### src/lds_pkg.sv
// Shared constants, types and control structs of the LOOK disk scheduler.
package lds_pkg;

   localparam int MAX_REQUESTS  = 32;
   localparam int POS_BITS      = 16;
   localparam int IDX_BITS      = (MAX_REQUESTS > 1) ? $clog2(MAX_REQUESTS) : 1;
   localparam int CNT_BITS      = $clog2(MAX_REQUESTS + 1);
   localparam int TOT_BITS      = POS_BITS + 1;
   localparam int CSR_IDX_BITS  = 2;
   localparam int CSR_DATA_BITS = 16;

   typedef logic [POS_BITS-1:0] pos_type;
   typedef logic [CNT_BITS-1:0] cnt_type;
   typedef logic [IDX_BITS-1:0] idx_type;
   typedef logic [TOT_BITS-1:0] tot_type;

   // Register indexes of the configuration port
   typedef enum logic [CSR_IDX_BITS-1:0] {
      CSR_HEAD_START = 2'd0,
      CSR_SWEEP_UP   = 2'd1
   } csr_index_type;

   // Per-cell insertion control from the top level
   typedef struct packed {
      logic ins_en;
      logic occupied;
      logic at_tail;
   } cell_ctl_type;

endpackage

### src/look_disk_scheduler.sv
// Top level of the LOOK disk scheduler: request chain, sequencer and result register.
// Requests enter one per cycle while req_ready is high and are sorted on the
// fly into a chain of MAX_REQUESTS cells; a request that finds the chain full
// is dropped and the batch is flagged with overflow. Accepting the request
// marked last closes the batch: the FIND state locates the head within the
// sorted chain, then the schedule leaves at one move per cycle while
// rsp_ready is high, the head's own zero move first, so a batch of n stored
// requests yields n+1 transactions. No request is taken from the last
// request until the final move of the batch is in the output register.
// head_start and sweep_up are used when the batch is served.
module look_disk_scheduler (
   input  logic                                clock,
   input  logic                                reset,
   input  logic                                csr_write_en,
   input  logic [lds_pkg::CSR_IDX_BITS-1:0]    csr_index,
   input  logic [lds_pkg::CSR_DATA_BITS-1:0]   csr_wdata,
   input  logic                                req_valid,
   output logic                                req_ready,
   input  lds_pkg::pos_type                    req_request_pos,
   input  logic                                req_last_request,
   output logic                                rsp_valid,
   input  logic                                rsp_ready,
   output lds_pkg::pos_type                    rsp_from_pos,
   output lds_pkg::pos_type                    rsp_to_pos,
   output lds_pkg::pos_type                    rsp_movement,
   output lds_pkg::tot_type                    rsp_total_movement,
   output logic                                rsp_overflow,
   output logic                                rsp_last_move
);

   typedef enum logic [1:0] {
      ST_IDLE,
      ST_FIND,
      ST_HEAD,
      ST_SERVE
   } state_type;

   // Configuration registers
   lds_pkg::pos_type head_ff;
   logic             sweep_ff;

   // Sequencer state
   state_type        state_ff, state_in;
   lds_pkg::cnt_type count_ff, count_in;
   logic             dropped_ff, dropped_in;
   lds_pkg::cnt_type p_ff, p_in;
   lds_pkg::cnt_type up_ptr_ff, up_ptr_in;
   lds_pkg::cnt_type dn_ptr_ff, dn_ptr_in;
   lds_pkg::pos_type cur_ff, cur_in;
   lds_pkg::tot_type total_ff, total_in;

   // Result register
   logic             rsp_valid_ff, rsp_valid_in;
   lds_pkg::pos_type from_ff, from_in;
   lds_pkg::pos_type to_ff, to_in;
   lds_pkg::pos_type move_ff, move_in;
   lds_pkg::tot_type tot_ff, tot_in;
   logic             ovf_ff, ovf_in;
   logic             lastm_ff, lastm_in;

   // Chain wiring
   lds_pkg::pos_type     cell_val   [lds_pkg::MAX_REQUESTS];
   logic                 cell_gt    [lds_pkg::MAX_REQUESTS];
   logic                 cell_below [lds_pkg::MAX_REQUESTS];
   lds_pkg::cell_ctl_type cell_ctl  [lds_pkg::MAX_REQUESTS];

   logic             ins_en;
   logic             not_full;
   lds_pkg::cnt_type p_enc;
   logic             load;
   logic             take_up;
   logic             serve_last;
   lds_pkg::cnt_type dn_ptr_m1;
   lds_pkg::idx_type rd_idx;
   lds_pkg::pos_type rd_val;
   lds_pkg::pos_type diff;
   lds_pkg::tot_type sum;

   // Configuration writes; unknown indexes are ignored
   always_ff @(posedge clock) begin
      if (reset) begin
         head_ff  <= '0;
         sweep_ff <= 1'b1;
      end else if (csr_write_en) begin
         case (csr_index)
            lds_pkg::CSR_HEAD_START: head_ff  <= csr_wdata[lds_pkg::POS_BITS-1:0];
            lds_pkg::CSR_SWEEP_UP:   sweep_ff <= csr_wdata[0];
            default: ;
         endcase
      end
   end

   assign req_ready = (state_ff == ST_IDLE);
   assign not_full  = (count_ff != lds_pkg::CNT_BITS'(lds_pkg::MAX_REQUESTS));
   assign ins_en    = req_valid && req_ready && not_full;

   // Build the chain of sorting cells
   for (genvar i = 0; i < lds_pkg::MAX_REQUESTS; i++) begin : g_cell
      assign cell_ctl[i].ins_en   = ins_en;
      assign cell_ctl[i].occupied = (lds_pkg::CNT_BITS'(i) < count_ff);
      assign cell_ctl[i].at_tail  = (lds_pkg::CNT_BITS'(i) == count_ff);
      if (i == 0) begin : g_first
         lds_cell u_cell (
            .clock      (clock),
            .ctl        (cell_ctl[i]),
            .ins_pos    (req_request_pos),
            .head_pos   (head_ff),
            .prev_val   (req_request_pos),
            .prev_gt    (1'b0),
            .val        (cell_val[i]),
            .gt         (cell_gt[i]),
            .below_head (cell_below[i])
         );
      end else begin : g_rest
         lds_cell u_cell (
            .clock      (clock),
            .ctl        (cell_ctl[i]),
            .ins_pos    (req_request_pos),
            .head_pos   (head_ff),
            .prev_val   (cell_val[i-1]),
            .prev_gt    (cell_gt[i-1]),
            .val        (cell_val[i]),
            .gt         (cell_gt[i]),
            .below_head (cell_below[i])
         );
      end
   end

   // Encode the below-head thermometer into the head's insertion point
   always_comb begin
      p_enc = '0;
      for (int i = 0; i < lds_pkg::MAX_REQUESTS; i++) begin
         if (cell_below[i] &&
             ((i == lds_pkg::MAX_REQUESTS - 1) ||
              !cell_below[(i + 1) % lds_pkg::MAX_REQUESTS])) begin
            p_enc = p_enc | lds_pkg::CNT_BITS'(i + 1);
         end
      end
   end

   // Pick the next cylinder: upward pointer or downward pointer
   assign take_up    = sweep_ff ? (up_ptr_ff != count_ff) : (dn_ptr_ff == '0);
   assign dn_ptr_m1  = dn_ptr_ff - lds_pkg::CNT_BITS'(1);
   assign rd_idx     = take_up ? up_ptr_ff[lds_pkg::IDX_BITS-1:0]
                               : dn_ptr_m1[lds_pkg::IDX_BITS-1:0];
   assign rd_val     = cell_val[rd_idx];
   assign serve_last = take_up
      ? ((up_ptr_ff + lds_pkg::CNT_BITS'(1) == count_ff) && (dn_ptr_ff == '0))
      : ((dn_ptr_ff == lds_pkg::CNT_BITS'(1)) && (up_ptr_ff == count_ff));
   assign diff       = (cur_ff > rd_val) ? (cur_ff - rd_val) : (rd_val - cur_ff);
   assign sum        = total_ff + lds_pkg::TOT_BITS'(diff);
   assign load       = !rsp_valid_ff || rsp_ready;

   // Sequencer next state
   always_comb begin
      state_in     = state_ff;
      count_in     = count_ff;
      dropped_in   = dropped_ff;
      p_in         = p_ff;
      up_ptr_in    = up_ptr_ff;
      dn_ptr_in    = dn_ptr_ff;
      cur_in       = cur_ff;
      total_in     = total_ff;
      rsp_valid_in = rsp_valid_ff;
      from_in      = from_ff;
      to_in        = to_ff;
      move_in      = move_ff;
      tot_in       = tot_ff;
      ovf_in       = ovf_ff;
      lastm_in     = lastm_ff;

      // Drop the result once taken
      if (rsp_ready) begin
         rsp_valid_in = 1'b0;
      end

      case (state_ff)
         ST_IDLE: begin
            if (req_valid) begin
               if (not_full) begin
                  count_in = count_ff + lds_pkg::CNT_BITS'(1);
               end else begin
                  dropped_in = 1'b1;
               end
               if (req_last_request) begin
                  state_in = ST_FIND;
               end
            end
         end
         ST_FIND: begin
            p_in     = p_enc;
            state_in = ST_HEAD;
         end
         ST_HEAD: begin
            if (load) begin
               rsp_valid_in = 1'b1;
               from_in      = head_ff;
               to_in        = head_ff;
               move_in      = '0;
               tot_in       = '0;
               ovf_in       = dropped_ff;
               lastm_in     = (count_ff == '0);
               cur_in       = head_ff;
               total_in     = '0;
               up_ptr_in    = p_ff;
               dn_ptr_in    = p_ff;
               if (count_ff == '0) begin
                  state_in   = ST_IDLE;
                  dropped_in = 1'b0;
               end else begin
                  state_in = ST_SERVE;
               end
            end
         end
         ST_SERVE: begin
            if (load) begin
               rsp_valid_in = 1'b1;
               from_in      = cur_ff;
               to_in        = rd_val;
               move_in      = diff;
               tot_in       = sum;
               ovf_in       = dropped_ff;
               lastm_in     = serve_last;
               cur_in       = rd_val;
               total_in     = sum;
               if (take_up) begin
                  up_ptr_in = up_ptr_ff + lds_pkg::CNT_BITS'(1);
               end else begin
                  dn_ptr_in = dn_ptr_m1;
               end
               // Close the batch and clear the store for the next one
               if (serve_last) begin
                  state_in   = ST_IDLE;
                  count_in   = '0;
                  dropped_in = 1'b0;
               end
            end
         end
         default: begin
            state_in = ST_IDLE;
         end
      endcase
   end

   // Hold state and registered outputs
   always_ff @(posedge clock) begin
      p_ff      <= p_in;
      up_ptr_ff <= up_ptr_in;
      dn_ptr_ff <= dn_ptr_in;
      cur_ff    <= cur_in;
      total_ff  <= total_in;
      from_ff   <= from_in;
      to_ff     <= to_in;
      move_ff   <= move_in;
      tot_ff    <= tot_in;
      ovf_ff    <= ovf_in;
      lastm_ff  <= lastm_in;
      if (reset) begin
         state_ff     <= ST_IDLE;
         count_ff     <= '0;
         dropped_ff   <= 1'b0;
         rsp_valid_ff <= 1'b0;
      end else begin
         state_ff     <= state_in;
         count_ff     <= count_in;
         dropped_ff   <= dropped_in;
         rsp_valid_ff <= rsp_valid_in;
      end
   end

   assign rsp_valid          = rsp_valid_ff;
   assign rsp_from_pos       = from_ff;
   assign rsp_to_pos         = to_ff;
   assign rsp_movement       = move_ff;
   assign rsp_total_movement = tot_ff;
   assign rsp_overflow       = ovf_ff;
   assign rsp_last_move      = lastm_ff;

   // Occupied cells stay in ascending order
   for (genvar i = 1; i < lds_pkg::MAX_REQUESTS; i++) begin : g_chk
      a_sorted: assert property (@(posedge clock) disable iff (reset)
         (lds_pkg::CNT_BITS'(i) < count_ff) |-> (cell_val[i-1] <= cell_val[i]))
         else $error("request chain out of order");
   end

   a_count_range: assert property (@(posedge clock) disable iff (reset)
      count_ff <= lds_pkg::CNT_BITS'(lds_pkg::MAX_REQUESTS))
      else $error("request count beyond capacity");

   a_drop_full: assert property (@(posedge clock) disable iff (reset)
      (dropped_ff && (state_ff == ST_IDLE)) |->
         (count_ff == lds_pkg::CNT_BITS'(lds_pkg::MAX_REQUESTS)))
      else $error("request dropped while store not full");

   a_ptr_range: assert property (@(posedge clock) disable iff (reset)
      (state_ff == ST_SERVE) |->
         ((up_ptr_ff <= count_ff) && (dn_ptr_ff <= p_ff) && (up_ptr_ff >= p_ff)))
      else $error("service pointers out of range");

endmodule

### src/lds_cell.sv
// One cell of the sorted request chain: holds one cylinder and shifts on insert.
module lds_cell (
   input  logic                  clock,
   input  lds_pkg::cell_ctl_type ctl,
   input  lds_pkg::pos_type      ins_pos,
   input  lds_pkg::pos_type      head_pos,
   input  lds_pkg::pos_type      prev_val,
   input  logic                  prev_gt,
   output lds_pkg::pos_type      val,
   output logic                  gt,
   output logic                  below_head
);

   lds_pkg::pos_type val_ff;
   lds_pkg::pos_type val_in;

   // Compare the held cylinder against the new request and the head
   assign gt         = ctl.occupied && (val_ff > ins_pos);
   assign below_head = ctl.occupied && (val_ff < head_pos);
   assign val        = val_ff;

   // Take the neighbor's value when it moves up, else the new request
   always_comb begin
      val_in = val_ff;
      if (ctl.ins_en && (gt || ctl.at_tail)) begin
         val_in = prev_gt ? prev_val : ins_pos;
      end
   end

   always_ff @(posedge clock) begin
      val_ff <= val_in;
   end

endmodule

### config.mk
export PLATFORM = sky130hd
export DESIGN_NAME = look_disk_scheduler
export DESIGN_NICKNAME = d
export VERILOG_FILES = /design/src/lds_pkg.sv /design/src/look_disk_scheduler.sv /design/src/lds_cell.sv
export SDC_FILE = /design/constraint.sdc
export NUM_CORES = 2
export LEC_CHECK = 0
export BUFFER_PORTS_ARGS = -buffer_cell sky130_fd_sc_hd__buf_2
export CORE_MARGIN = 2
export CORE_UTILIZATION = 50
export DETAILED_ROUTE_END_ITERATION = 10
export PLACE_DENSITY = 0.66
export REMOVE_ABC_BUFFERS = 1
export SLEW_MARGIN = 25
export SYNTH_ARGS = -nofsm -noshare
export SYNTH_HDL_FRONTEND = slang
export SYNTH_HIERARCHICAL = 1
export SYNTH_SLANG_ARGS = --single-unit
export TNS_END_PERCENT = 30
### constraint.sdc
create_clock -name clock -period 8.5 [get_ports clock]
set_input_delay 0 -clock clock [delete_from_list [all_inputs] [get_ports clock]]
set_output_delay 0 -clock clock [all_outputs]
set_load 0.02 [all_outputs]
# [Word-level counts from Yosys, hierarchy flattened]
# Cells that the tools add are included.
[totals] register_bits=624
[classes] addsub=6 order_cmp=98 n_eq_ne=50 muxes=168 bitwise_logic=1 reduce_logical=214
[ops] operator="16-bit 2-to-1 mux" n=49
[ops] operator="16-bit > comparator" n=33
[ops] operator="16-bit less-than comparator" n=32
[ops] operator="6-bit 2-to-1 mux" n=22
[ops] operator="1-bit logical AND" n=131
[ops] operator="5-bit by 6-bit == test with 1-bit output (first input constant)" n=16
[ops] operator="5-bit by 6-bit less-than comparator with 1-bit output (first input constant)" n=16
[ops] operator="16-bit case mux with 2 select lines" n=3
[ops] operator="5-bit 2-to-1 mux" n=17
[ops] operator="16-bit binary-select mux with 5-bit select" n=1
[ops] operator="17-bit 2-to-1 mux" n=4
[ops] operator="4-bit by 6-bit == test with 1-bit output (first input constant)" n=8
[ops] operator="4-bit by 6-bit less-than comparator with 1-bit output (first input constant)" n=8
[ops] operator="6-bit case mux with 2 select lines" n=3
[ops] operator="1-bit 2-to-1 mux" n=34
[ops] operator="2-bit 2-to-1 mux" n=17
[ops] operator="17-bit case mux with 2 select lines" n=1
[ops] operator="1-bit logical OR" n=33
[ops] operator="1-bit zero test" n=32
[ops] operator="4-bit 2-to-1 mux" n=8
[ops] operator="16-bit subtractor" n=2
[ops] operator="3-bit by 6-bit == test with 1-bit output (first input constant)" n=4
[ops] operator="3-bit by 6-bit less-than comparator with 1-bit output (first input constant)" n=4
[ops] operator="17-bit by 16-bit adder with 17-bit output" n=1
[ops] operator="other kinds (29)" n=58

# [Depth between registers and ports, before layout]
[logic_depth] depth_word=35 mapped_depth=35

# [Hierarchy]
# The synthesis kept the hierarchy.
[by_module_without_submodules] module="lds_cell" instances=32 cells_per_inst=169 area_each_um2=1473.9
[by_module_without_submodules] module="look_disk_scheduler" instances=1 cells_per_inst=1712 area_each_um2=12962.4

# [Worst setup path before layout]
# Ideal clock, no wire load.
[synth_timing] path_type="reg2reg" from="register count_ff[1]" to="register tot_ff[16] (netlist: rsp_total_movement[16]) (data pin)" arrival_time_ns=6.968 required_ns=8.232 setup_slack_ns=1.264 stages_incl_launch_ff=33 period_less_slack_ns=7.236 cell_sequence="dfxtp_1 buf_4 xor2_1 nor4_4 mux2i_2 nand2_2 buf_6 buf_2 a2111oi_1 a2111oi_1 a221oi_1 a31o_2 inv_1 ha_1 clkbuf_1 nand4_1 nor2_1 a31oi_1 o21a_1 a31o_2 nor2_1 clkbuf_1 mux2i_1 xnor2_1 ha_1 inv_1 o21ba_2 o21ai_0 a41oi_1 a2111oi_0 o31a_1 o21ai_0 nor3b_1"
[synth_between] elab_chain_len=13 elab_cells_between_ends=15 cone_classes="add/sub (3); order compare (1); eq/ne (1); mux (9); bitwise (1)"
[synth_rtl] element="start, declared" line_no="look_disk_scheduler.sv:44" text="lds_pkg::cnt_type count_ff, count_in;"
[synth_rtl] element="start signal, assigned" line_no="look_disk_scheduler.sv:265" text="count_ff <= count_in;"
[synth_rtl] element="6-bit != test *" line_no="look_disk_scheduler.sv:142" text="assign take_up = sweep_ff ? (up_ptr_ff != count_ff) : (dn_ptr_ff == '0);"
[synth_rtl] element="1-bit 2-to-1 mux *" line_no="look_disk_scheduler.sv:142"
[synth_rtl] element="5-bit 2-to-1 mux *" line_no="look_disk_scheduler.sv:144" text="assign rd_idx = take_up ? up_ptr_ff[lds_pkg::IDX_BITS-1:0]"
[synth_rtl] element="5-bit inverter with 6-bit output (not written as such) *" line_no="look_disk_scheduler.sv:146" text="assign rd_val = cell_val[rd_idx];"
[synth_rtl] element="16-bit binary-select mux with 5-bit select *" line_no="look_disk_scheduler.sv:146"
[synth_rtl] element="16-bit 2-to-1 mux (not written as such) * (2 in series)" line_no="look_disk_scheduler.sv:146"
[synth_rtl] element="16-bit subtractor or 16-bit > comparator (tied branches)" line_no="look_disk_scheduler.sv:150" text="assign diff = (cur_ff > rd_val) ? (cur_ff - rd_val) : (rd_val - cur_ff);"
[synth_rtl] element="16-bit 2-to-1 mux *" line_no="look_disk_scheduler.sv:150"
[synth_rtl] element="net diff[4]" line_no="look_disk_scheduler.sv:76" text="lds_pkg::pos_type diff;"
[synth_rtl] element="17-bit by 16-bit adder with 17-bit output *" line_no="look_disk_scheduler.sv:151" text="assign sum = total_ff + lds_pkg::TOT_BITS'(diff);"
[synth_rtl] element="17-bit 2-to-1 mux *" line_no="look_disk_scheduler.sv:216" text="if (load) begin"
[synth_rtl] element="17-bit 2-to-1 mux *" line_no="look_disk_scheduler.sv:177" text="case (state_ff)"
[synth_rtl] element="17-bit case mux with 2 select lines *" line_no="look_disk_scheduler.sv:177"
[synth_rtl] element="end signal, assigned" line_no="look_disk_scheduler.sv:255" text="tot_ff <= tot_in;"
[synth_rtl] element="end, declared" line_no="look_disk_scheduler.sv:57" text="lds_pkg::tot_type tot_ff, tot_in;"
# Mark *: on every way through the listed nets, which the timed path passes. The rest lies on a longest branch. The select of a mux whose other input is x is not followed.
# A chain may end at the register's enable or synchronous reset.

# [Final worst setup path]
[layout_timing] from="register dn_ptr_ff[3]" to="register tot_ff[13] (netlist: rsp_total_movement[13]) (data pin)"
[layout_between] elab_chain_len=13 elab_cells_between_ends=16 cone_classes="add/sub (4); order compare (1); mux (9); bitwise (1); reduce/logical (1)"
[layout_rtl] element="start, declared" line_no="look_disk_scheduler.sv:48" text="lds_pkg::cnt_type dn_ptr_ff, dn_ptr_in;"
[layout_rtl] element="start signal, assigned" line_no="look_disk_scheduler.sv:249" text="dn_ptr_ff <= dn_ptr_in;"
[layout_rtl] element="branches (longest 2 deep; another with 6-bit by 1-bit subtractor with 6-bit output)"
[layout_rtl] element="5-bit 2-to-1 mux *" line_no="look_disk_scheduler.sv:144"
[layout_rtl] element="5-bit inverter with 6-bit output (not written as such) *" line_no="look_disk_scheduler.sv:146"
[layout_rtl] element="16-bit binary-select mux with 5-bit select *" line_no="look_disk_scheduler.sv:146"
[layout_rtl] element="16-bit 2-to-1 mux (not written as such) * (2 in series)" line_no="look_disk_scheduler.sv:146"
[layout_rtl] element="16-bit subtractor or 16-bit > comparator (tied branches)" line_no="look_disk_scheduler.sv:150"
[layout_rtl] element="16-bit 2-to-1 mux *" line_no="look_disk_scheduler.sv:150"
[layout_rtl] element="net diff[1]" line_no="look_disk_scheduler.sv:76"
[layout_rtl] element="17-bit by 16-bit adder with 17-bit output *" line_no="look_disk_scheduler.sv:151"
[layout_rtl] element="17-bit 2-to-1 mux *" line_no="look_disk_scheduler.sv:216"
[layout_rtl] element="17-bit 2-to-1 mux *" line_no="look_disk_scheduler.sv:177"
[layout_rtl] element="17-bit case mux with 2 select lines *" line_no="look_disk_scheduler.sv:177"
# Mark *: on every way through the listed nets, which the timed path passes. The select of a mux whose other input is x is not followed.

==> flow_summary.yaml <==
synthesis:
  yosysWarnings: 6
  netlist_instances: 7118
  postSynthAreaPerCell_um2: 8.45
  syn-cell-area_um2: 60100
timing:
  setup_viol: 0
  hold_viol_final: 0
  clock_skew_ns: 0.0404
  tightest_slew_ns: 1.06
  drv_slew: 0
  setup_ws_ns: 0.308
  min_period_ns: 8.19
  maxSlewHeadroom_pct: 29.7
  fin_tns_setup_ns: 0
  period_share_pct: 96.4
  timing.fmax_ghz: 0.122
floorplanning:
  dieArea_um2: 123000
  die_w_um: 351
  start_util_pct: 50.2
  coreArea_um2: 120000
  rows: 127
  die_h_um: 351
  io_pins: 109
final_layout:
  nets: 8418
  area_delta_synth_final_pct: 11.0
  drive_gt1_share_pct: 9.73
  nFillCells: 10900
  final_cells: 9007
  stdcell_area_um2: 66700
critical_path:
  crit_top_cell: "buf_4"
  start_kind: "flop"
  required_ns: 8.93
  critPathMaxStageDelay_ns: 0.65
  cpMaxStageDelayCell: "a2111oi_0"
  crit_fanout: 19
  cp.arrival_ns: 8.63
  end_kind: "flop"
  crit_type: "reg -> reg"
global_routing:
  use_met1_pct: 52.3
  grt_max_degree: 76
  antenna_found_initial: 7
  grt_usage_pct: 38.2
  grt-ovfl-total: 0
  busiest_layer: "met2"
  gr-usage-met3_pct: 8.00
  first_global_vias: 52200
  grt_use_met2_pct: 56.6
  grt_first_pass_wirelength_mm: 347
outcome:
  status: "completed"
run:
  cap_violations: 0
drt:
  vias: 56400
  wl_per_cell_um: 26.8
  drtPass1Iterations: 8
  routed_via_density: 6.26
  drc_errors: 0
  wirelength_mm: 241
  drtIter0Drc: 8172
  drtAntennaViolNets: 0
place:
  gp_congestion: 1.03
  dpl-instance-area_um2: 63300
  portBuffers: 108
  dp_cells: 8788
  pre_cts_ws_ns: 0.0677
  dp_hpwl_mm: 174
power_and_ir_drop:
  power_leakage_nw: 27.6
  ir_drop_mv: 0.272
  power.total_w: 0.0130
  powerDensity_nw_per_um2: 195
clock_network:
  cts_tree: "built"
  cts_buffers: 80
  clk_latency_ns: 0.69
  clock-root-buffer: "clkbuf_16"
  h-tree-depth: 3
  clockBufferDepth: 3
  cts_sinks: 624
  clkTransAtPathRegs_ns: 0.06
min_path:
  worstHoldPathType: "in -> reg"
-- worst max-delay path: cells and delay by family, from the launching register on --
family | cells | cell delay, ns
buffers and inverters | 4 | 0.69
flip-flops | 1 | 0.48
multiplexers | 1 | 0.36
AND/OR/NAND/NOR | 7 | 1.72
AO/OA/AOI/OAI | 15 | 3.93
XOR/XNOR | 1 | 0.17
adder cells (fa/ha/maj) | 2 | 0.60
-- cells in the final DEF, fill, tap and decap left out, types with 64 or more instances in the layout --
cell type,instances
a21oi_1,570
buf_4,196
nand4_2,64
edfxtp_1,597
o21ai_1,210
mux2i_1,65
a211oi_1,127
ha_1,1045
o21ai_0,563
clkbuf_16,84
and3_1,148
buf_2,100
inv_1,1222
nand3_1,66
nand2_1,1080
nor2_1,203
nand4_1,78
-- path summary, 6_finish.rpt --
kind                  startpoint  slack [ns]                                to  cells after the start
max reg2reg         dn_ptr_ff[3]        0.31            rsp_total_movement[13]                     30
min          req_request_pos[12]        0.15  g_cell[23].g_rest.u_cell/val[12]                      3
min reg2reg           dropped_ff        0.44                      rsp_overflow                      0
max                 dn_ptr_ff[3]        0.31            rsp_total_movement[13]                     30
-- power breakdown --
| part | total, W | internal [W] | switching (W) |
|---|---|---|---|
| registers | 0.00377 | 0.00358 | 0.000192 |
| logic | 0.00576 | 0.00212 | 0.00364 |
| clock network | 0.00348 | 0.00197 | 0.00151 |
| total | 0.0130 | 0.00766 | 0.00534 |
-- registers in the layout, summed over array words and instances, names as in the netlist --
register / cells
rsp_movement: 16
head_ff: 16
rsp_to_pos: 16
g_cell.g_rest.u_cell/val: 496
sweep_ff: 1
rsp_overflow: 1
count_ff: 6
rsp_last_move: 1
p_ff: 6
rsp_from_pos: 16
dn_ptr_ff: 6
rsp_valid: 1
dropped_ff: 1
rsp_total_movement: 17
up_ptr_ff: 6
g_cell.g_first.u_cell/val: 16
state_ff: 2
-- layout make-up --
type | count | area, um2 | area share (%)
Clock buffer | 93 | 2130 | 3.20
Sequential cell | 624 | 18500 | 27.7
Multi-Input combinational cell | 5039 | 36400 | 54.5
Antenna cell | 3 | 7.51 | 0.0112
Clock inverter | 52 | 413 | 0.619
Tap cell | 1612 | 2020 | 3.02
Inverter | 1223 | 4590 | 6.88
Timing Repair Buffer | 361 | 2710 | 4.06
-- through the flow --
stage / hold WS (ns) / util (%)
CTS: 0.0953 / 55.5
floorplan: 0.0691 / -
global route: 0.152 / 55.8
finish: 0.151 / 55.8
global placement: 0.238 / 52.9
detailed placement: 0.241 / 52.9
-- what timing repair did --
item                                    CTS  global route
setup buffers                             0            12
hold endpoints to repair                 67             0
endpoints found under the setup margin    0             6
gates resized for setup                   0            34
hold buffers                             57             0
-- per-layer routing --
layer | vias to the layer above | routed length [um] | share of wire (%)
met5 | - | 23 | 0.0095
met4 | 4 | 14400 | 6.0
met3 | 672 | 28600 | 12
met2 | 3296 | 101000 | 42
met1 | 26900 | 96900 | 40
li1 | 25600 | - | -
Power figures use the tool's default switching activity.
